## config.mk

```make
export PLATFORM = sky130hd
export DESIGN_NAME = hnd_cell
export DESIGN_NICKNAME = d
export VERILOG_FILES = /design/src/rtl/core/hnd_cell.sv
export SDC_FILE = /design/constraint.sdc
export NUM_CORES = 1
export LEC_CHECK = 0
export BUFFER_PORTS_ARGS = -buffer_cell sky130_fd_sc_hd__clkbuf_2
export CORE_AREA = 2 2 212 214
export CTS_BUF_LIST = sky130_fd_sc_hd__clkbuf_8
export CTS_CLUSTER_SIZE = 30
export DETAILED_ROUTE_END_ITERATION = 8
export DIE_AREA = 0 0 214 216
export PLACE_DENSITY = 0.43
export SETUP_SLACK_MARGIN = 0.5
export SYNTH_ARGS = -nofsm -noshare
export SYNTH_HDL_FRONTEND = slang
export SYNTH_SLANG_ARGS = --single-unit
```

## constraint.sdc

```tcl
create_clock -name clock -period 0.8 [get_ports clock]
set_input_delay 0.16 -clock clock [delete_from_list [all_inputs] [get_ports clock]]
set_output_delay 0.16 -clock clock [all_outputs]
set_load 0.005 [all_outputs]
```

## src/rtl/core/hnd_cell.sv

```systemverilog
// ----------------------------------------------------------------------------
// hnd_cell: one store cell of the descriptor chain
// Holds one entry (keypoint index and descriptor) and passes it on when shifted.
// ----------------------------------------------------------------------------
module hnd_cell #(
   parameter int ENTRY_W = 272
) (
   input  logic               clock,
   input  logic               shift_en,
   input  logic [ENTRY_W-1:0] entry_in,
   output logic [ENTRY_W-1:0] entry_out
);

   logic [ENTRY_W-1:0] entry_ff;
   logic [ENTRY_W-1:0] entry_in_mux;

   // take the neighbor's entry on a shift, hold otherwise
   assign entry_in_mux = shift_en ? entry_in : entry_ff;

   always_ff @(posedge clock) begin
      entry_ff <= entry_in_mux;
   end

   assign entry_out = entry_ff;

endmodule

```

* Yosys cells after proc, flatten, opt, wreduce, memory -nomap -nowiden
Cells that the tools add are included.
** Storage, ports and cells
- Register bits after elaboration :: 272
- Input bits :: 274
- Output and inout port bits :: 272
- Logic and storage cells :: 1

* Logic depth before layout (Yosys ltp)
Gate-level depths: netlist of the first run.
- Depth after elaboration :: 0
- Depth in mapped cells :: 0
- Gate-level depth less buffers :: 0

* Least setup slack after synthesis of the first run
OpenSTA, ideal clock, no wires.
- Path kind :: register -> output
- Start :: register entry_ff[0] (netlist: entry_out[0])
- End :: output port entry_out[0]
- Arrival :: 0.355 ns
- Required time :: 0.640 ns
- Slack :: 0.285 ns
- Cell stages (with the launch flop) :: 1
- Path buffers :: 0
- Cell sequence :: edfxtp_1
** RTL lines
- start: declaration :: line 14 : logic [ENTRY_W-1:0] entry_ff;
- start signal: assignment :: line 21 : entry_ff <= entry_in_mux;
- end: declaration :: line 11 : output logic [ENTRY_W-1:0] entry_out
No word-level cell between the ends.

* Worst setup path in the final report of the first run
- Start :: register entry_ff[96] (netlist: entry_out[96])
- End :: output port entry_out[96]
No word-level cell between the ends.

==> results.yml, run 1 <==
place:
  dp_hpwl_mm: 18.7
  place.gp.congestion: 0.785
  io_buffer_count: 545
  place_ws_ns: -0.263
  post_dp_cell_area_sq_um: 11900
global_route:
  grt_max_degree: 33
  grt_overflow: 0
  global_route_wire_length_before_repair_mm: 34.7
  grt_pass1_vias: 5491
  track_usage_pct: 10.3
  number_of_antenna_violations_at_the_first_check_in_global_routing: 1
route:
  dr_total_vias: 5137
  detailedRoute.firstPassIterationCount: 4
  route.final.wire_length_mm: 24.6
  detailed_route_wire_length_per_cell_microns: 16.3
  dr.first_iter.drc_count: 203
  drcViolationCount: 0
  ant_nets: 0
  detail_route.vias_per_cell: 3.41
clock_network:
  clk_root_buf: "sky130_fd_sc_hd__clkbuf_8"
  num_cts_buffers: 46
  maximum_count_of_clock_buffers_along_a_single_path: 3
  ctsHtreeMaxLevel: 2
  cts_setup_buffers: 0
  cts_tree: "done"
  worst_setup_hold_path_clk_slew_ns: 0.06
  numClockSinks: 272
synth:
  synthesis.area_per_instance_sq_um: 30.0
  synthesis.yosys.warnings: 0
  synth_area_sq_um: 8170
  synthesized_flop_and_latch_total: 272
  postSynthCellCount: 272
  synth.distinct_cells: 1
  syn_nets: 546
  synth_seq_area_share_pct: 100
sta:
  setup_viol: 272
  max_slew.worst_pin.slew_ns: 0.182
  max_freq_ghz: 0.778
  final.setup.tns_ns: -112.32
  finalWorstPathRequiredPeriod_ns: 1.28
  setup_ws_ns: -0.485
  period_share_pct: 161
  hold_viol: 274
  hold-worst-slack_ns: -0.248
  max-slew-margin-rel_pct: 87.8
  rsz0062_at_grt: "yes"
  maxSlewViolCount: 0
worst_setup_path:
  crit_required_ns: 0.64
  timing.critical_path.from_type: "register"
  endpoint_kind: "output port"
  worst-endpoint-arrival_ns: 1.12
  critical_path.cell_chain: "clkbuf_2"
  worstPathBufferInverterCount: 1
  critical_path.top_delay_family: "flip-flops"
  cp_max_fo: 1
  cp_slowest_stage_delay_ns: 0.40
  critical-path-slowest-cell: "sky130_fd_sc_hd__edfxtp_1"
  critical_path_class: "register to output port"
floorplan:
  floorplan.io_pins: 546
  placeable_core_area_sq_um: 43800
  fp-row-count: 77
  initial_utilization_pct: 18.6
  floorplan.die.width_microns: 214
  dieArea_sq_um: 46200
  die_height_microns: 216
power:
  design_power_total_mw: 30.4
  vdd_drop_max_uv: 1410
  leakagePower_nw: 5.53
  powerDensity_nw_per_um2: 2390
layout:
  final_nets: 1160
  antenna-diode-count: 0
  largest_register_ffs: 272
  multiInputGateArea_sq_um: 0
  syn_to_final_growth_pct: 56.1
  final_design_area_no_fill_sq_um: 12700
  number_of_multi_input_combinational_cells_in_the_layout: 0
  drive_above_1_share_pct: 67.9
status:
  violated_checks: "hold timing, setup timing"
  result_of_the_run: "finished with violations"
job:
  max-cap-violations: 0
hold_path:
  min_path_type: "input port to register"
-- layout by cell type, fill, tap and decap left out --
| master | instances |
|---|---|
| sky130_fd_sc_hd__buf_16 | 4 |
| sky130_fd_sc_hd__buf_4 | 9 |
| sky130_fd_sc_hd__clkbuf_2 | 536 |
| sky130_fd_sc_hd__clkbuf_8 | 47 |
| sky130_fd_sc_hd__buf_2 | 5 |
| sky130_fd_sc_hd__edfxtp_1 | 272 |
| sky130_fd_sc_hd__clkinv_2 | 6 |
| sky130_fd_sc_hd__buf_8 | 2 |
| sky130_fd_sc_hd__inv_1 | 11 |
| sky130_fd_sc_hd__clkinvlp_4 | 2 |
| sky130_fd_sc_hd__clkinv_1 | 11 |
| sky130_fd_sc_hd__buf_6 | 6 |
| sky130_fd_sc_hd__buf_12 | 4 |
-- timing repair --
action,in CTS,in global routing
pin swaps,0,0
endpoints found under the hold margin,325,296
endpoints found under the setup margin,534,272
gates resized for setup,12,14
gates cloned,2,0
-- metal layers --
layer,track usage (%),vias to the layer above,share of wire (%)
met5,0,-,0.045
met4,4.38,2,2.8
met3,6.62,47,14
met2,16.4,368,47
met1,10.7,2365,36
li1,-,2355,-
-- cells in the mapped netlist --
| cell type | count | area [sq um] |
|---|---|---|
| sky130_fd_sc_hd__edfxtp_1 | 272 | 8170 |
-- logic make-up (layout without fill, tap and decap cells) --
kind of cell,after synthesis,in the layout,share of synthesized area [%]
buf+inv,0,643,0
flops,272,272,100
-- report_power, final --
group	total, mW	leakage (nW)	switching, mW	internal, mW
Combinational	2.46	2.43	1.16	1.30
Clock	10.7	0.438	5.31	5.41
Sequential	17.3	2.66	0.299	17.0
Total	30.4	5.53	6.77	23.7
-- worst paths after layout --
check	startpoint	endpoint	slack, ns	depth (start not counted)
max	entry_out[96]	entry_out[96]	-0.48	1
min	entry_in[187]	entry_out[187]	-0.25	1
-- stage by stage --
step | util [%] | std cells
3_5_place_dp | 27.0 | 1428
4_1_cts | 29.0 | 1507
2_1_floorplan | - | 272
5_1_grt | 29.1 | 1507
6_report | 29.1 | 1507
3_3_place_gp | 27.0 | 1428
-- layout make-up --
class	instances	area (sq um)
clock inverter	30	128
tap	592	741
clock buffer	47	647
fill	4417	31100
sequential	272	8170
timing repair buffer	566	3060
Power figures use the tool's default switching activity.
==> run 2: changes to the inputs <==
--- a/config.mk
+++ b/config.mk
@@ -11,7 +11,7 @@
 export CTS_CLUSTER_SIZE = 30
 export DETAILED_ROUTE_END_ITERATION = 8
 export DIE_AREA = 0 0 214 216
-export PLACE_DENSITY = 0.43
+export PLACE_DENSITY = 0.4
 export SETUP_SLACK_MARGIN = 0.5
 export SYNTH_ARGS = -nofsm -noshare
 export SYNTH_HDL_FRONTEND = slang
==> run 2 against run 1 <==
- non-clock buffer count stayed put
- via count rose by 0.93%
- clock power increased by 6%
- critical endpoint is now entry_out[99]
- first-iteration DRC count increased by 30%
- die area did not move
- sequential cell count stayed put
- combinational power about the same
- power rose by 1.8%
- the run still ends with hold timing, setup timing left
- count of clock-buffer cells in the layout is 1 higher
==> results.yml, run 2 (synthesized netlist as in run 1, its figures left out) <==
status:
  result_of_the_run: "finished with violations"
  violated_checks: "hold timing, setup timing"
global_route:
  number_of_antenna_violations_at_the_first_check_in_global_routing: 3
  global_route_wire_length_before_repair_mm: 34.2
  grt_max_degree: 29
  grt_overflow: 0
  grt_pass1_vias: 5405
  track_usage_pct: 10.1
sta:
  max_slew.worst_pin.slew_ns: 0.179
  maxSlewViolCount: 0
  hold-worst-slack_ns: -0.257
  period_share_pct: 163
  hold_viol: 272
  setup_ws_ns: -0.506
  finalWorstPathRequiredPeriod_ns: 1.31
  setup_viol: 272
  rsz0062_at_grt: "yes"
  max-slew-margin-rel_pct: 88.1
  final.setup.tns_ns: -114.70
  max_freq_ghz: 0.766
layout:
  antenna-diode-count: 0
  final_design_area_no_fill_sq_um: 12800
  drive_above_1_share_pct: 67.6
  number_of_multi_input_combinational_cells_in_the_layout: 0
  syn_to_final_growth_pct: 57.0
  finish.utilization_pct: 29.2
  layout.cells.most_common: "sky130_fd_sc_hd__clkbuf_2"
  final_nets: 1161
  multiInputGateArea_sq_um: 0
  final_cell_mix: "542 x sky130_fd_sc_hd__clkbuf_2, 272 x sky130_fd_sc_hd__edfxtp_1, 48 x sky130_fd_sc_hd__clkbuf_8"
  fin_cells: 1510
  largest_register_ffs: 272
place:
  dp_hpwl_mm: 17.8
  place.gp.congestion: 0.830
  io_buffer_count: 545
  post-place-cells: 1426
  post_dp_cell_area_sq_um: 11800
  place_ws_ns: -0.232
route:
  detail_route.vias_per_cell: 3.43
  ant_nets: 0
  detailedRoute.firstPassIterationCount: 4
  wirelength_met1_mm: 8.47
  detailed_route_wire_length_per_cell_microns: 16.0
  maxUsedRoutingLayer: "met5"
  route.met2.wl_mm: 12.1
  drcViolationCount: 0
  dr_total_vias: 5185
  route.final.wire_length_mm: 24.1
  wl_met3_mm: 2.71
  dr.first_iter.drc_count: 264
floorplan:
  dieArea_sq_um: 46200
  placeable_core_area_sq_um: 43800
  initial_utilization_pct: 18.6
  floorplan.die.width_microns: 214
  floorplan.io_pins: 546
  die_height_microns: 216
  fp-row-count: 77
clock_network:
  num_cts_buffers: 47
  ctsHtreeMaxLevel: 2
  worst_setup_hold_path_clk_slew_ns: 0.06
  clk_root_buf: "sky130_fd_sc_hd__clkbuf_8"
  maximum_count_of_clock_buffers_along_a_single_path: 3
  cts_setup_buffers: 0
  numClockSinks: 272
  cts_tree: "done"
job:
  max-cap-violations: 0
power:
  vdd_drop_max_uv: 1400
  powerDensity_nw_per_um2: 2420
  design_power_total_mw: 31.0
  leakagePower_nw: 5.58
worst_setup_path:
  timing.critical_path.from_type: "register"
  worstPathBufferInverterCount: 1
  cp_max_fo: 1
  endpoint_kind: "output port"
  critical_path.top_delay_family: "flip-flops"
  cp_slowest_stage_delay_ns: 0.43
  crit_required_ns: 0.64
  worst-endpoint-arrival_ns: 1.15
  worst_setup_path_startpoint: "entry_out[99]"
  timing.critical_path.depth: 1
  worstSetupEndpoint: "entry_out[99]"
  critical_path_class: "register to output port"
  critical-path-slowest-cell: "sky130_fd_sc_hd__edfxtp_1"
  critical_path.cell_chain: "clkbuf_2"
hold_path:
  min_path_type: "input port to register"
[run 2: cell types whose count changed in the layout (fill, tap and decap cells not counted), moves of 2 or more]
cell / delta
sky130_fd_sc_hd__buf_6: -2
sky130_fd_sc_hd__buf_16: +4
sky130_fd_sc_hd__inv_1: +3
sky130_fd_sc_hd__clkinv_2: -2
sky130_fd_sc_hd__clkbuf_2: +6
sky130_fd_sc_hd__buf_8: -2
sky130_fd_sc_hd__buf_12: -2
sky130_fd_sc_hd__buf_2: -4
[run 2: how the worst min path moves through the flow]
stage	startpoint	end	slack, ns	cells after the start
2_1_floorplan	entry_in[0]	entry_out[0]	0.26	0
3_3_place_gp	entry_in[239]	entry_out[239]	0.34	1
3_5_place_dp	entry_in[239]	entry_out[239]	0.34	1
4_1_cts	entry_in[80]	entry_out[80]	-0.33	1
5_1_grt	entry_in[12]	entry_out[12]	-0.32	1
6_report	entry_in[80]	entry_out[80]	-0.26	1
[run 2: timing repair]
action,in CTS,in global routing
hold endpoints to repair,272,272
gates resized for setup,11,5
setup endpoints to repair,513,287
gates cloned,4,0
pin swaps,0,0
[run 2: where the power goes]
| part | switching, mW | internal, mW |
|---|---|---|
| sequential | 0.299 | 17.0 |
| combinational | 1.15 | 1.31 |
| clock | 5.42 | 5.85 |
[run 2: layout make-up]
type                    instances  area [sq um]
clock inverters                32           160
well taps                     592           741
fillers                      4457         31000
repair buffers                566          3090
flip-flops and latches        272          8170
clock buffers                  48           661
[run 2: metal layers]
metal	track usage [%]	vias up
met5	0	-
li1	-	2357
met4	4.55	6
met1	10.8	2430
met3	4.90	59
met2	17.0	333
==> run 3: changes to the inputs <==
--- a/config.mk
+++ b/config.mk
@@ -16,3 +16,4 @@
 export SYNTH_ARGS = -nofsm -noshare
 export SYNTH_HDL_FRONTEND = slang
 export SYNTH_SLANG_ARGS = --single-unit
+export TNS_END_PERCENT = 30
==> run 3 against run 2 <==
- the flow still finishes with violations (hold timing, setup timing)
- critical path type unchanged
- clock power about the same
- wire length down 3.4%
- critical path depth unchanged
- global-route usage down 0.40 points
- final cell count down 0.26%
- non-clock buffer count down 4
- fmax up 0.14%
- first-iteration DRC count down 4.5%
- combinational power down 3%
- utilization down 0.26 points
- via count down 0.54%
- power down 0.28%
==> results.yml, run 3 (synthesized netlist as in run 1, its figures left out) <==
worst_setup_path:
  cp_slowest_stage_delay_ns: 0.43
  crit_required_ns: 0.64
  timing.critical_path.depth: 1
  cp_max_fo: 1
  worstSetupEndpoint: "entry_out[99]"
  endpoint_kind: "output port"
  critical_path_class: "register to output port"
  critical_path.top_delay_family: "flip-flops"
  worst_setup_path_startpoint: "entry_out[99]"
  worstPathBufferInverterCount: 1
  critical_path.cell_chain: "clkbuf_2"
  worst-endpoint-arrival_ns: 1.14
  critical-path-slowest-cell: "sky130_fd_sc_hd__edfxtp_1"
  timing.critical_path.from_type: "register"
layout:
  final_nets: 1157
  syn_to_final_growth_pct: 55.6
  layout.cells.most_common: "sky130_fd_sc_hd__clkbuf_2"
  final_cell_mix: "542 x sky130_fd_sc_hd__clkbuf_2, 272 x sky130_fd_sc_hd__edfxtp_1, 48 x sky130_fd_sc_hd__clkbuf_8"
  number_of_multi_input_combinational_cells_in_the_layout: 0
  largest_register_ffs: 272
  drive_above_1_share_pct: 67.5
  fin_cells: 1506
  antenna-diode-count: 0
  multiInputGateArea_sq_um: 0
clock_network:
  worst_setup_hold_path_clk_slew_ns: 0.06
  clk_root_buf: "sky130_fd_sc_hd__clkbuf_8"
  num_cts_buffers: 47
  maximum_count_of_clock_buffers_along_a_single_path: 3
  cts_tree: "done"
  numClockSinks: 272
  ctsHtreeMaxLevel: 2
place:
  io_buffer_count: 545
  place.gp.congestion: 0.830
  dp_hpwl_mm: 17.8
  post-place-cells: 1426
floorplan:
  dieArea_sq_um: 46200
  fp-row-count: 77
  floorplan.io_pins: 546
  floorplan.die.width_microns: 214
  initial_utilization_pct: 18.6
  placeable_core_area_sq_um: 43800
  die_height_microns: 216
sta:
  rsz0062_at_grt: "yes"
  max_slew.worst_pin.slew_ns: 0.207
  hold_viol: 272
  final.setup.tns_ns: -113.67
  setup_ws_ns: -0.504
  setup_viol: 272
  period_share_pct: 163
  max-slew-margin-rel_pct: 86.2
  maxSlewViolCount: 0
  max_freq_ghz: 0.767
  hold-worst-slack_ns: -0.252
  finalWorstPathRequiredPeriod_ns: 1.30
global_route:
  global_route_wire_length_before_repair_mm: 33.2
  number_of_antenna_violations_at_the_first_check_in_global_routing: 3
  track_usage_pct: 9.72
  grt_overflow: 0
  grt_max_degree: 39
  grt_pass1_vias: 5379
hold_path:
  hold_path_startpoint: "entry_in[80]"
  min_path_type: "input port to register"
route:
  dr.first_iter.drc_count: 252
  drcViolationCount: 0
  detail_route.vias_per_cell: 3.42
  detailed_route_wire_length_per_cell_microns: 15.4
  ant_nets: 0
  route.final.wire_length_mm: 23.3
  dr_total_vias: 5157
  detailedRoute.firstPassIterationCount: 4
status:
  result_of_the_run: "finished with violations"
  violated_checks: "hold timing, setup timing"
power:
  powerDensity_nw_per_um2: 2430
  vdd_drop_max_uv: 1410
  leakagePower_nw: 5.52
job:
  max-cap-violations: 0
==> run 3: cell count changes in the layout (fill, tap and decap cells not counted) <==
cell,before,now
sky130_fd_sc_hd__buf_6,4,3
sky130_fd_sc_hd__buf_16,8,4
sky130_fd_sc_hd__buf_4,9,10
==> run 3: per-stage QoR <==
| stage | total power, mW | setup slack, ns | utilization, % | cell area (sq um) | hold slack (ns) |
|---|---|---|---|---|---|
| 6_report | 30.9 | -0.504 | 29.0 | 12700 | -0.252 |
| 5_1_grt | 32.5 | -0.578 | 29.0 | 12700 | -0.320 |
| 3_5_place_dp | 20.0 | -0.232 | 27.0 | 11800 | 0.339 |
| 3_3_place_gp | 20.0 | -0.234 | 27.0 | 11800 | 0.336 |
| 2_1_floorplan | 17.7 | 0.285 | - | 8170 | 0.259 |
| 4_1_cts | 31.6 | -0.590 | 28.9 | 12700 | -0.333 |
==> run 3: worst min-delay path by stage <==
| stage | endpoint | depth (start not counted) |
|---|---|---|
| after detailed placement | entry_out[239] | 1 |
| after floorplan | entry_out[0] | 0 |
| after CTS | entry_out[80] | 1 |
| final | entry_out[80] | 1 |
| after global placement | entry_out[239] | 1 |
| after global routing | entry_out[12] | 1 |
==> run 3: layout make-up <==
cell class	count	area, sq um
tap	592	741
timing repair buffer	562	2980
sequential	272	8170
clock inverter	32	160
clock buffer	48	661
fill	4469	31100
==> run 3: what timing repair did <==
item / CTS / global route
gates resized for setup: 4 / 7
hold endpoints to repair: 272 / 272
buffers inserted: 0 / 0
setup endpoints to repair: 513 / 377
pin swaps: 0 / 0
==> run 3: routing by layer <==
metal  up-vias  GRT usage (%)  share of wire (%)
li1       2345              -                  -
met1      2411           10.2                 35
met2       335           16.3                 50
met3        60           4.92                 12
met4         6           4.38                3.1
met5         -              0               0.20
==> run 3: power breakdown <==
group          total, mW  switching [mW]  internal [mW]  leakage [nW]
sequential          17.3           0.299           17.0          2.66
clock               11.3            5.42           5.85         0.471
combinational       2.38            1.12           1.26          2.39
