File: src/rtl/core/hnd_pkg.sv
// ----------------------------------------------------------------------------
// hnd_pkg: shared types and constants of the nearest descriptor matcher
// Field widths, request codes, distance constants and the 64-bit bit count.
// ----------------------------------------------------------------------------
package hnd_pkg;

   // payload field widths
   localparam int REQ_W   = 2;
   localparam int KEY_W   = 16;
   localparam int WORD_W  = 64;
   localparam int DIST_W  = 9;
   localparam int LIMIT_W = 8;

   // full descriptor as carried on the request channel
   localparam int DESC_MAX   = 256;
   localparam int NUM_CHUNKS = DESC_MAX / WORD_W;
   localparam int CHUNK_CNT_W = 7;

   // request codes
   localparam logic [REQ_W-1:0] REQ_CLEAR = 2'd0;
   localparam logic [REQ_W-1:0] REQ_LOAD  = 2'd1;
   localparam logic [REQ_W-1:0] REQ_QUERY = 2'd2;

   // running best starts at 256, the largest real distance
   localparam logic [DIST_W-1:0] START_DIST = 9'd256;
   localparam logic [LIMIT_W-1:0] LIMIT_RESET = 8'd50;

   // scored entry handed from the distance unit to the control
   typedef struct packed {
      logic              vld;
      logic [KEY_W-1:0]  key;
      logic [DIST_W-1:0] distance;
   } score_type;

   // population count of one 64-bit chunk, pairwise tree in six levels
   function automatic logic [CHUNK_CNT_W-1:0] popcnt64(input logic [WORD_W-1:0] v);
      logic [WORD_W-1:0] s1;
      logic [WORD_W-1:0] s2;
      logic [WORD_W-1:0] s3;
      logic [WORD_W-1:0] s4;
      logic [WORD_W-1:0] s5;
      logic [WORD_W-1:0] s6;
      s1 = (v & 64'h5555_5555_5555_5555) + ((v >> 1) & 64'h5555_5555_5555_5555);
      s2 = (s1 & 64'h3333_3333_3333_3333) + ((s1 >> 2) & 64'h3333_3333_3333_3333);
      s3 = (s2 & 64'h0F0F_0F0F_0F0F_0F0F) + ((s2 >> 4) & 64'h0F0F_0F0F_0F0F_0F0F);
      s4 = (s3 & 64'h00FF_00FF_00FF_00FF) + ((s3 >> 8) & 64'h00FF_00FF_00FF_00FF);
      s5 = (s4 & 64'h0000_FFFF_0000_FFFF) + ((s4 >> 16) & 64'h0000_FFFF_0000_FFFF);
      s6 = (s5 & 64'h0000_0000_FFFF_FFFF) + ((s5 >> 32) & 64'h0000_0000_FFFF_FFFF);
      return s6[CHUNK_CNT_W-1:0];
   endfunction

endpackage

File: src/rtl/core/hnd_dist.sv
// ----------------------------------------------------------------------------
// hnd_dist: Hamming distance unit
// Counts differing bits per 64-bit chunk into registers, then sums the chunks.
// ----------------------------------------------------------------------------
module hnd_dist #(
   parameter int DESC_BITS = 256
) (
   input  logic                        clock,
   input  logic                        reset,
   input  logic                        in_vld,
   input  logic [hnd_pkg::KEY_W-1:0]   in_key,
   input  logic [DESC_BITS-1:0]        desc_a,
   input  logic [DESC_BITS-1:0]        desc_b,
   output hnd_pkg::score_type          score
);

   logic [hnd_pkg::DESC_MAX-1:0]    diff_full;
   logic [hnd_pkg::CHUNK_CNT_W-1:0] cnt_in [hnd_pkg::NUM_CHUNKS];
   logic [hnd_pkg::CHUNK_CNT_W-1:0] cnt_ff [hnd_pkg::NUM_CHUNKS];
   logic                            vld_ff;
   logic [hnd_pkg::KEY_W-1:0]       key_ff;
   logic [hnd_pkg::DIST_W-1:0]      sum;

   // differing bits, zero above the descriptor length
   assign diff_full = hnd_pkg::DESC_MAX'(desc_a ^ desc_b);

   // per-chunk bit counts
   always_comb begin
      for (int c = 0; c < hnd_pkg::NUM_CHUNKS; c++) begin
         cnt_in[c] = hnd_pkg::popcnt64(diff_full[c*hnd_pkg::WORD_W +: hnd_pkg::WORD_W]);
      end
   end

   always_ff @(posedge clock) begin
      for (int c = 0; c < hnd_pkg::NUM_CHUNKS; c++) begin
         cnt_ff[c] <= cnt_in[c];
      end
      key_ff <= in_key;
   end

   always_ff @(posedge clock) begin
      if (reset) begin
         vld_ff <= 1'b0;
      end else begin
         vld_ff <= in_vld;
      end
   end

   // chunk totals into the full distance
   always_comb begin
      sum = '0;
      for (int c = 0; c < hnd_pkg::NUM_CHUNKS; c++) begin
         sum = sum + hnd_pkg::DIST_W'(cnt_ff[c]);
      end
   end

   assign score.vld      = vld_ff;
   assign score.key      = key_ff;
   assign score.distance = sum;

endmodule

File: config.mk
export PLATFORM = sky130hd
export DESIGN_NAME = hnd_dist
export DESIGN_NICKNAME = d
export VERILOG_FILES = /design/src/rtl/core/hnd_pkg.sv /design/src/rtl/core/hnd_dist.sv
export SDC_FILE = /design/constraint.sdc
export NUM_CORES = 1
export LEC_CHECK = 0
export ABC_AREA = 0
export BUFFER_PORTS_ARGS = -buffer_cell sky130_fd_sc_hd__buf_2
export CAP_MARGIN = 20
export CORE_AREA = 2 2 214 216
export CTS_CLUSTER_SIZE = 12
export DETAILED_ROUTE_END_ITERATION = 12
export DIE_AREA = 0 0 216 218
export PLACE_DENSITY = 0.53
export SLEW_MARGIN = 20
export SYNTH_ARGS = -nofsm -noshare
export SYNTH_HDL_FRONTEND = slang
export SYNTH_SLANG_ARGS = --single-unit
File: constraint.sdc
create_clock -name clock -period 14.25 [get_ports clock]
set_input_delay 2.85 -clock clock [delete_from_list [all_inputs] [get_ports clock]]
set_output_delay 2.85 -clock clock [all_outputs]
set_load 0.02 [all_outputs]
# Word level (Yosys, flattened, before mapping)
# Memories as Yosys holds them, arrays and structs flattened.
# Cells that the tools add are included.
[word_totals]
out_inout_bits = 26
regBits = 17
word_cells = 31
n_memories = 1
input_bits = 531
ramBits = 28
[mem_list]
columns = ["name", "words", "word_bits", "read_ports", "rd_clocked_by_memory_dff", "wr", "line_no", "source"]
rows = [
  ["cnt_ff", 4, 7, 4, 0, 4, "hnd_dist.sv:19", "logic [hnd_pkg::CHUNK_CNT_W-1:0] cnt_ff [hnd_pkg::NUM_CHUNKS];"],
]
[op_classes]
add_sub_neg = 27
n_bitwise = 1
[op_table]
columns = ["operator", "n"]
rows = [
  ["63-bit by 63-bit adder with 64-bit output", 4],
  ["256-bit XOR", 1],
  ["62-bit by 62-bit adder with 63-bit output", 4],
  ["60-bit by 59-bit adder with 61-bit output", 4],
  ["55-bit by 53-bit adder with 55-bit output", 4],
  ["39-bit adder", 4],
  ["7-bit adder", 4],
  ["9-bit by 7-bit adder with 9-bit output", 2],
  ["7-bit by 7-bit adder with 8-bit output", 1],
]

# Depth between registers and ports, before layout
# Gate-level depths: netlist of the first run.
[depth]
ltp_word = 7
ltp_mapped = 20
ltp_nobuf = 20

# Least setup slack after synthesis of the first run
# OpenSTA, ideal clock, no wires.
[synth_path]
path_type = "in2reg"
from = "in desc_b[92]"
to = "mem cnt_ff[1][6] (netlist name)"
t_arrival_ns = 6.693
setup_time_ns = 0.117
n_path_buf = 0
slack_ns = 7.439
cell_stages = 17
required_ns = 14.133
path_cell_list = "xor2_1 > ha_1 > ha_1 > fa_1 > inv_1 > fa_1 > inv_1 > fa_1 > fa_1 > a21o_1 > a21oi_1 > xnor2_1 > ha_1 > o21a_1 > o31a_1 > o21ai_0 > nand2b_1"
[synth_lines]
columns = ["element", "line_no", "source"]
rows = [
  ["start, declared", "hnd_dist.sv:13", "input logic [DESC_BITS-1:0] desc_b,"],
  ["end, declared", "hnd_dist.sv:19", ""],
]

==> impl_results.md, run 1 <==
* Num CTS Buffers at 5
* Summed instance area of the synthesized netlist at 0.0146 mm2
* Number of nets in the final layout at 3072
* Placement Rows at 78
* Initial cell density of the core at 0.325
* Floorplan core area at 0.0449 mm2
* Post-synth cell types at 26
* Crit path capture type: flop
* Metal1 wirelength at 14400 um
* Post-synthesis mux area share at 0
* Final routed wirelength across all metal layers at 33500 um
* Clock net sink count at 45
* Setup repair after global routing missed its margin: no
* Final setup viols at 0
* Yosys reg bits at 45
* Leading cell types in the layout, fill and taps excluded: sky130_fd_sc_hd__buf_2, sky130_fd_sc_hd__ha_1, sky130_fd_sc_hd__xor2_1
* Share of final-layout standard cells stronger than drive strength 1 at 0.287
* Post-cts gate resize count at 0
* Slew Viols, Final at 0
* Worst hold start: in_key[10]
* Mapped Cells at 1416
* Highest cell delay on the worst timing path at 0.54 ns
* Aggregate global routing overflow at 0
* Post-Synth Adder-Cell Area at 0.551
* Run status: complete, no violations
* Terminating pin of the worst hold path: key_ff[10]
* Horiz. Die Dim at 216 um
* Initial antenna violation count at 1
* Wire length on met2 at 17400 um
* Path category of the worst min-delay check: in2reg
* Average wire length per cell after detail routing at 13.0 um
* Arrival time of data at the critical path endpoint at 7.14 ns
* Clock transition at the registers of the reported paths at 0.08 ns
* Cells on Worst Hold Path at 1
* Final critical delay including setup and external delays at 6.95 ns
* Total number of vias at 11392
* Root buffer selected by CTS: sky130_fd_sc_hd__clkbuf_16
* Combinational family with the most area after synthesis: adder cells
* Hold-fix buffers at CTS at 0
* First-pass iteration count of the detailed router at 4
* Largest driver fanout on the critical path at 3
* Highest metal layer with signal wires: met5
* Number of DRC markers after the initial detailed-route iteration at 195
* DRC errors left at 0
* Post-synthesis xor/xnor area fraction at 0.214
* H-tree depth at 2
* Number of buffers inserted to repair setup after CTS at 0
* Antenna cells at 0
* Yosys synthesis warning count at 0
* Worst slew margin relative to its limit at 0.792
* Layout filler cell count at 4489
* Startpoint Class: primary input
* Transition at the pin with the smallest max-transition slack at 0.310 ns
* Achievable clock frequency at 144 MHz
* Detail-routed via count per cell at 4.42
* Setup CP Type: in2reg
* Total routing resource utilization after global routing at 0.142
* Sequential element share of the synthesized area at 0.0617
* Complex-gate fraction of the synthesized area at 0.116
* Half-perimeter wire length after detailed placement at 32000 um
* Vertical die dimension at 218 um
* Most common library cell in the layout ignoring fill and taps: sky130_fd_sc_hd__buf_2
* Post-DRT Antenna Nets at 0
* Fraction of the mapped netlist area in simple logic gates at 0.0196
* Master of the slowest instance on the critical path: sky130_fd_sc_hd__fa_1
* Maximum Capacitance Violations at 0
* Final TNS setup at 0 ns
* Via count of the first global-routing pass at 12328
* First-pass GRT wire length at 55400 um
* Signed area change from the synthesized netlist to the final layout at 25.2%
* Placer's final routability congestion estimate at 0.767
* Clock buffer depth at 2
* CTS tree: done
* Boundary Pins at 557
* Die Area at 0.0471 mm2
* Sequence of cells on the critical path: buf_2, xor2_1, ha_1, ha_1, fa_1, inv_1, fa_1, inv_1, fa_1, fa_1, a21o_1, a21oi_1, xnor2_1, ha_1, o21a_1, o31a_1, o21ai_0, nand2b_1
* Syn avg cell area at 10.3 um2
* Critical path's top delay family: adder cells
* Fin crit share at 0.487
* Number of buffer and inverter stages on the critical path at 3
* Final hold slack at 2.64 ns
* Number of port buffers at 556
* Number of nets produced by synthesis at 2510
* Worst Path Required at 14.44 ns
* Pin count of the biggest net entering global routing at 17
* Final Hold Viols at 0
* Met3 routed wirelength at 1360 um
* Critical path's most frequent cell: sky130_fd_sc_hd__fa_1
==> worst max path at each step <==
stage / start / to / slack (ns) / depth (start not counted)
after floorplan: desc_b[92] / cnt_ff[1][6] / 7.44 / 17
after global placement: desc_b[200] / cnt_ff[3][6] / 7.04 / 18
after detailed placement: desc_b[92] / cnt_ff[1][6] / 7.00 / 18
after CTS: desc_b[75] / cnt_ff[1][6] / 7.32 / 18
after global routing: desc_b[89] / cnt_ff[1][6] / 7.10 / 18
final: desc_b[92] / cnt_ff[1][6] / 7.30 / 18
==> final cells by class <==
cell class | instances | area, um2 | share of cell area
Inverter | 147 | 552 | 0.0302
Multi-Input combinational cell | 1223 | 13100 | 0.719
Tap cell | 600 | 751 | 0.0411
Sequential cell | 45 | 901 | 0.0493
Clock inverter | 3 | 25.0 | 0.00137
Clock buffer | 5 | 125 | 0.00685
Timing Repair Buffer | 556 | 2780 | 0.152
==> sequential cells by signal, summed over array words and instances (netlist names) <==
| signal | cells |
|---|---|
| vld_ff | 1 |
| key_ff | 16 |
| cnt_ff | 28 |
==> metal layers <==
| metal | GRT usage | vias up |
|---|---|---|
| met3 | 0.0126 | 15 |
| met1 | 0.174 | 5154 |
| li1 | - | 5972 |
| met4 | 0.0169 | 2 |
| met2 | 0.273 | 249 |
| met5 | 0 | - |
==> Yosys cell counts <==
master	number	area share
sky130_fd_sc_hd__a211o_2	1	0.00069
sky130_fd_sc_hd__xor2_1	302	0.18
sky130_fd_sc_hd__a31o_2	1	0.00060
sky130_fd_sc_hd__buf_4	1	0.00051
sky130_fd_sc_hd__a21oi_1	44	0.015
sky130_fd_sc_hd__ha_1	430	0.37
sky130_fd_sc_hd__a211oi_1	21	0.011
sky130_fd_sc_hd__o21a_1	5	0.0026
sky130_fd_sc_hd__nand3_1	2	0.00069
sky130_fd_sc_hd__a31oi_1	1	0.00043
sky130_fd_sc_hd__nand2b_1	14	0.0060
sky130_fd_sc_hd__fa_1	133	0.18
sky130_fd_sc_hd__nor2b_1	10	0.0043
sky130_fd_sc_hd__a22oi_1	1	0.00051
sky130_fd_sc_hd__nor2b_4	1	0.00094
sky130_fd_sc_hd__o21ai_1	1	0.00034
sky130_fd_sc_hd__o31a_1	5	0.0030
sky130_fd_sc_hd__o21ai_0	34	0.012
sky130_fd_sc_hd__o21bai_1	5	0.0026
sky130_fd_sc_hd__nor2_1	24	0.0062
sky130_fd_sc_hd__dfxtp_1	45	0.062
sky130_fd_sc_hd__inv_1	147	0.038
sky130_fd_sc_hd__a21o_1	131	0.067
sky130_fd_sc_hd__xnor2_1	54	0.032
sky130_fd_sc_hd__nor4b_2	1	0.0010
sky130_fd_sc_hd__nand2_1	2	0.00051
==> per-stage QoR <==
stage          instance area, um2  instances  setup slack (ns)  utilization
4_1_cts                     18300       2579              7.32        0.407
3_3_place_gp                18100       2571              7.04        0.404
3_5_place_dp                18100       2571              7.00        0.404
5_1_grt                     18300       2579              7.10        0.407
6_report                    18300       2579              7.30        0.407
2_1_floorplan               14600       1416              7.44            -
==> logic make-up after synthesis <==
logic type | Yosys count
buffers and inverters | 148
AOI/OAI and AO/OA | 250
adders and majority gates | 563
and+or+nand+nor | 54
DFF | 45
xor gates and xnor gates | 356
Power of run 1 is not shown: default switching activity piles up to over one toggle a cycle in this logic, so the estimate is an artifact.
==> run 2: changes to the inputs <==
Settings changed: ABC_AREA 0 to 1.
Clock period 14.25 ns to 7.2 ns, I/O delays scaled along.
==> run 2 against run 1 <==
Via count rose by 3.6%. Wire length fell by 3.3%. Synthesized cell count rose by 9.7%. Sequential share of layout area barely moved. Worst setup slack got worse by 5.6 ns. Global-route usage fell by 0.46 points. Synthesized area rose by 0.14%. Die area did not move. First-iteration DRC count fell by 13%. Critical endpoint is now cnt_ff[1][5].
==> impl_results.md, run 2 <==
* Run status: complete, no violations
* Detail-routed via count per cell at 4.34 (-1.7%)
* Vertical die dimension at 218 um (unchanged)
* Commonest cells in the netlist: sky130_fd_sc_hd__ha_1, sky130_fd_sc_hd__xor2_1, sky130_fd_sc_hd__inv_1
* Worst-case setup slack after placement at 1.39 ns (-5.61 ns)
* Mapped Cells at 1554 (+9.7%)
* First-pass GRT wire length at 54200 um (-2.1%)
* Total routing resource utilization after global routing at 0.137 (-0.00459)
* Placement Rows at 78 (unchanged)
* Number of nets in the final layout at 3210 (+4.5%)
* Combined area of the multi-input logic cells at 0.0130 mm2 (-0.68%)
* Hold-fix buffers at CTS at 0 (unchanged)
* Most common library cell in the layout ignoring fill and taps: sky130_fd_sc_hd__buf_2
* Fin crit share at 0.758
* DRC errors left at 0 (unchanged)
* Post-cts gate resize count at 0 (unchanged)
* Cell types occupying the most area after synthesis: sky130_fd_sc_hd__ha_1, sky130_fd_sc_hd__xor2_1, sky130_fd_sc_hd__fa_1
* Master of the slowest instance on the critical path: sky130_fd_sc_hd__fa_1
* Boundary Pins at 557 (unchanged)
* Highest cell delay on the worst timing path at 0.52 ns (-0.02 ns)
* Regs by FF count: cnt_ff (28), key_ff (16), vld_ff (1)
* Maximum Capacitance Violations at 0 (unchanged)
* Root buffer selected by CTS: sky130_fd_sc_hd__clkbuf_16
* Final setup viols at 0 (unchanged)
* Yosys synthesis warning count at 0 (unchanged)
* Final critical delay including setup and external delays at 5.46 ns
* Summed instance area of the synthesized netlist at 0.0146 mm2 (+0.14%)
* Number of buffer and inverter stages on the critical path at 2 (-1)
* Number of nets produced by synthesis at 2648 (+5.5%)
* Pin count of the biggest net entering global routing at 15 (-2)
* Aggregate global routing overflow at 0 (unchanged)
* Final TNS setup at 0 ns (unchanged)
* Most instantiated library cell after synthesis: sky130_fd_sc_hd__ha_1
* Arrival time of data at the critical path endpoint at 5.65 ns (-1.49 ns)
* Fraction of synthesis flops using an asynchronous set or reset pin at 0 (unchanged)
* First-pass iteration count of the detailed router at 4 (unchanged)
* Worst Path Required at 7.39 ns (-7.05 ns)
* Antenna cells at 0 (unchanged)
* Final routed wirelength across all metal layers at 32400 um (-3.3%)
* Total number of vias at 11801 (+3.6%)
* Clock transition at the registers of the reported paths at 0.07 ns (about the same)
* Final Hold Viols at 0 (unchanged)
* Average wire length per cell after detail routing at 11.9 um (-8.2%)
* Syn avg cell area at 9.40 um2 (-8.8%)
* Horiz. Die Dim at 216 um (unchanged)
* Initial cell density of the core at 0.326 (+0.000446)
* Worst hold start: in_key[8]
* CTS tree: done
* Origin of the worst setup path: desc_b[120]
* Yosys reg bits at 45 (unchanged)
* Leading cell types in the layout, fill and taps excluded: sky130_fd_sc_hd__buf_2, sky130_fd_sc_hd__ha_1, sky130_fd_sc_hd__xor2_1
* Num CTS Buffers at 5 (unchanged)
* Initial antenna violation count at 1 (unchanged)
* Crit path capture type: flop
* Post-synth cell types at 19 (-27%)
* Number of enable flip-flop cells after synthesis at 0 (unchanged)
* Achievable clock frequency at 183 MHz
* Most flops, register: cnt_ff
* Share of final-layout standard cells stronger than drive strength 1 at 0.269 (-0.0182)
* Sequential cell area at 901 um2 (unchanged)
* H-tree depth at 2 (unchanged)
* Slew Viols, Final at 0 (unchanged)
* Clock net sink count at 45 (unchanged)
* Sequential element share of the synthesized area at 0.0616 (-0.0000845)
* Via count of the first global-routing pass at 12546 (+1.8%)
* Setup repair after global routing missed its margin: no
* Startpoint Class: primary input
* Number of DRC markers after the initial detailed-route iteration at 169 (-13%)
* Transition at the pin with the smallest max-transition slack at 0.405 ns (+0.0955 ns)
* Number of buffers inserted to repair setup after CTS at 0 (unchanged)
* Signed area change from the synthesized netlist to the final layout at 25.2% (about the same)
* Flip-flop cell with the highest count after synthesis: sky130_fd_sc_hd__dfxtp_1
* Largest driver fanout on the critical path at 4 (+1)
* Post-DRT Antenna Nets at 0 (unchanged)
* Clock buffer depth at 2 (unchanged)
* Worst-case setup margin in the final layout at 1.74 ns (-5.56 ns)
* Half-perimeter wire length after detailed placement at 31000 um (-3.2%)
* Proportion of netlist area held by the largest area contributor at 0.368 (-0.000505)
* Placer's final routability congestion estimate at 0.827 (+7.9%)
* Die Area at 0.0471 mm2 (unchanged)
* Setup CP Type: in2reg
* Critical path's top delay family: adder cells
* Sequence of cells on the critical path: buf_2, xor2_1, ha_1, ha_1, fa_1, inv_1, fa_1, xnor2_1, ha_1, a21oi_1, nand2_1, xor2_1, ha_1, a21oi_1, nand2_1, xor2_1, ha_1, nand2_1, nor2_1, nand2_1, nand4_1, nand2_1
* Layout filler cell count at 4505 (+0.36%)
* Floorplan core area at 0.0449 mm2 (unchanged)
* Number of port buffers at 556 (unchanged)
* Largest area contributor in the netlist: sky130_fd_sc_hd__ha_1
* Path category of the worst min-delay check: in2reg
* Largest register FFs at 28 (unchanged)
* Worst slew margin relative to its limit at 0.728 (-0.0641)
## run 2: layout make-up
cell class                 count  area share
timing repair buffer         556       0.152
multi-input combinational   1332       0.713
inverter                     176      0.0361
sequential                    45      0.0492
clock buffer                   7     0.00834
clock inverter                 1    0.000479
tap                          600      0.0410
## run 2: final timing paths
check	cells past startpoint	end	slack [ns]
hold / removal	1	key_ff[8]	1.24
setup / recovery	22	cnt_ff[1][5]	1.74
## run 2: through the flow
step / area, um2 / cells / hold WS, ns / util
detailed placement: 18100 / 2709 / 1.54 / 0.404
CTS: 18300 / 2717 / 1.23 / 0.408
global route: 18300 / 2717 / 1.23 / 0.408
floorplan: 14600 / 1554 / 1.47 / -
global placement: 18100 / 2709 / 1.54 / 0.404
finish: 18300 / 2717 / 1.24 / 0.408
## run 2: per-layer routing
metal	wire (um)	global-route usage
met1	14000	0.167
met5	13	0
met4	307	0.0205
met3	1400	0.0135
met2	16700	0.263
## run 2: logic make-up after synthesis
family	after synthesis	share of synthesized area
xor gates and xnor gates	358	0.215
adders and majority gates	563	0.550
AOI/OAI and AO/OA	108	0.0370
DFF	45	0.0616
buffers and inverters	177	0.0457
and+or+nand+nor	303	0.0908
Power of run 2 is left out for the same reason.
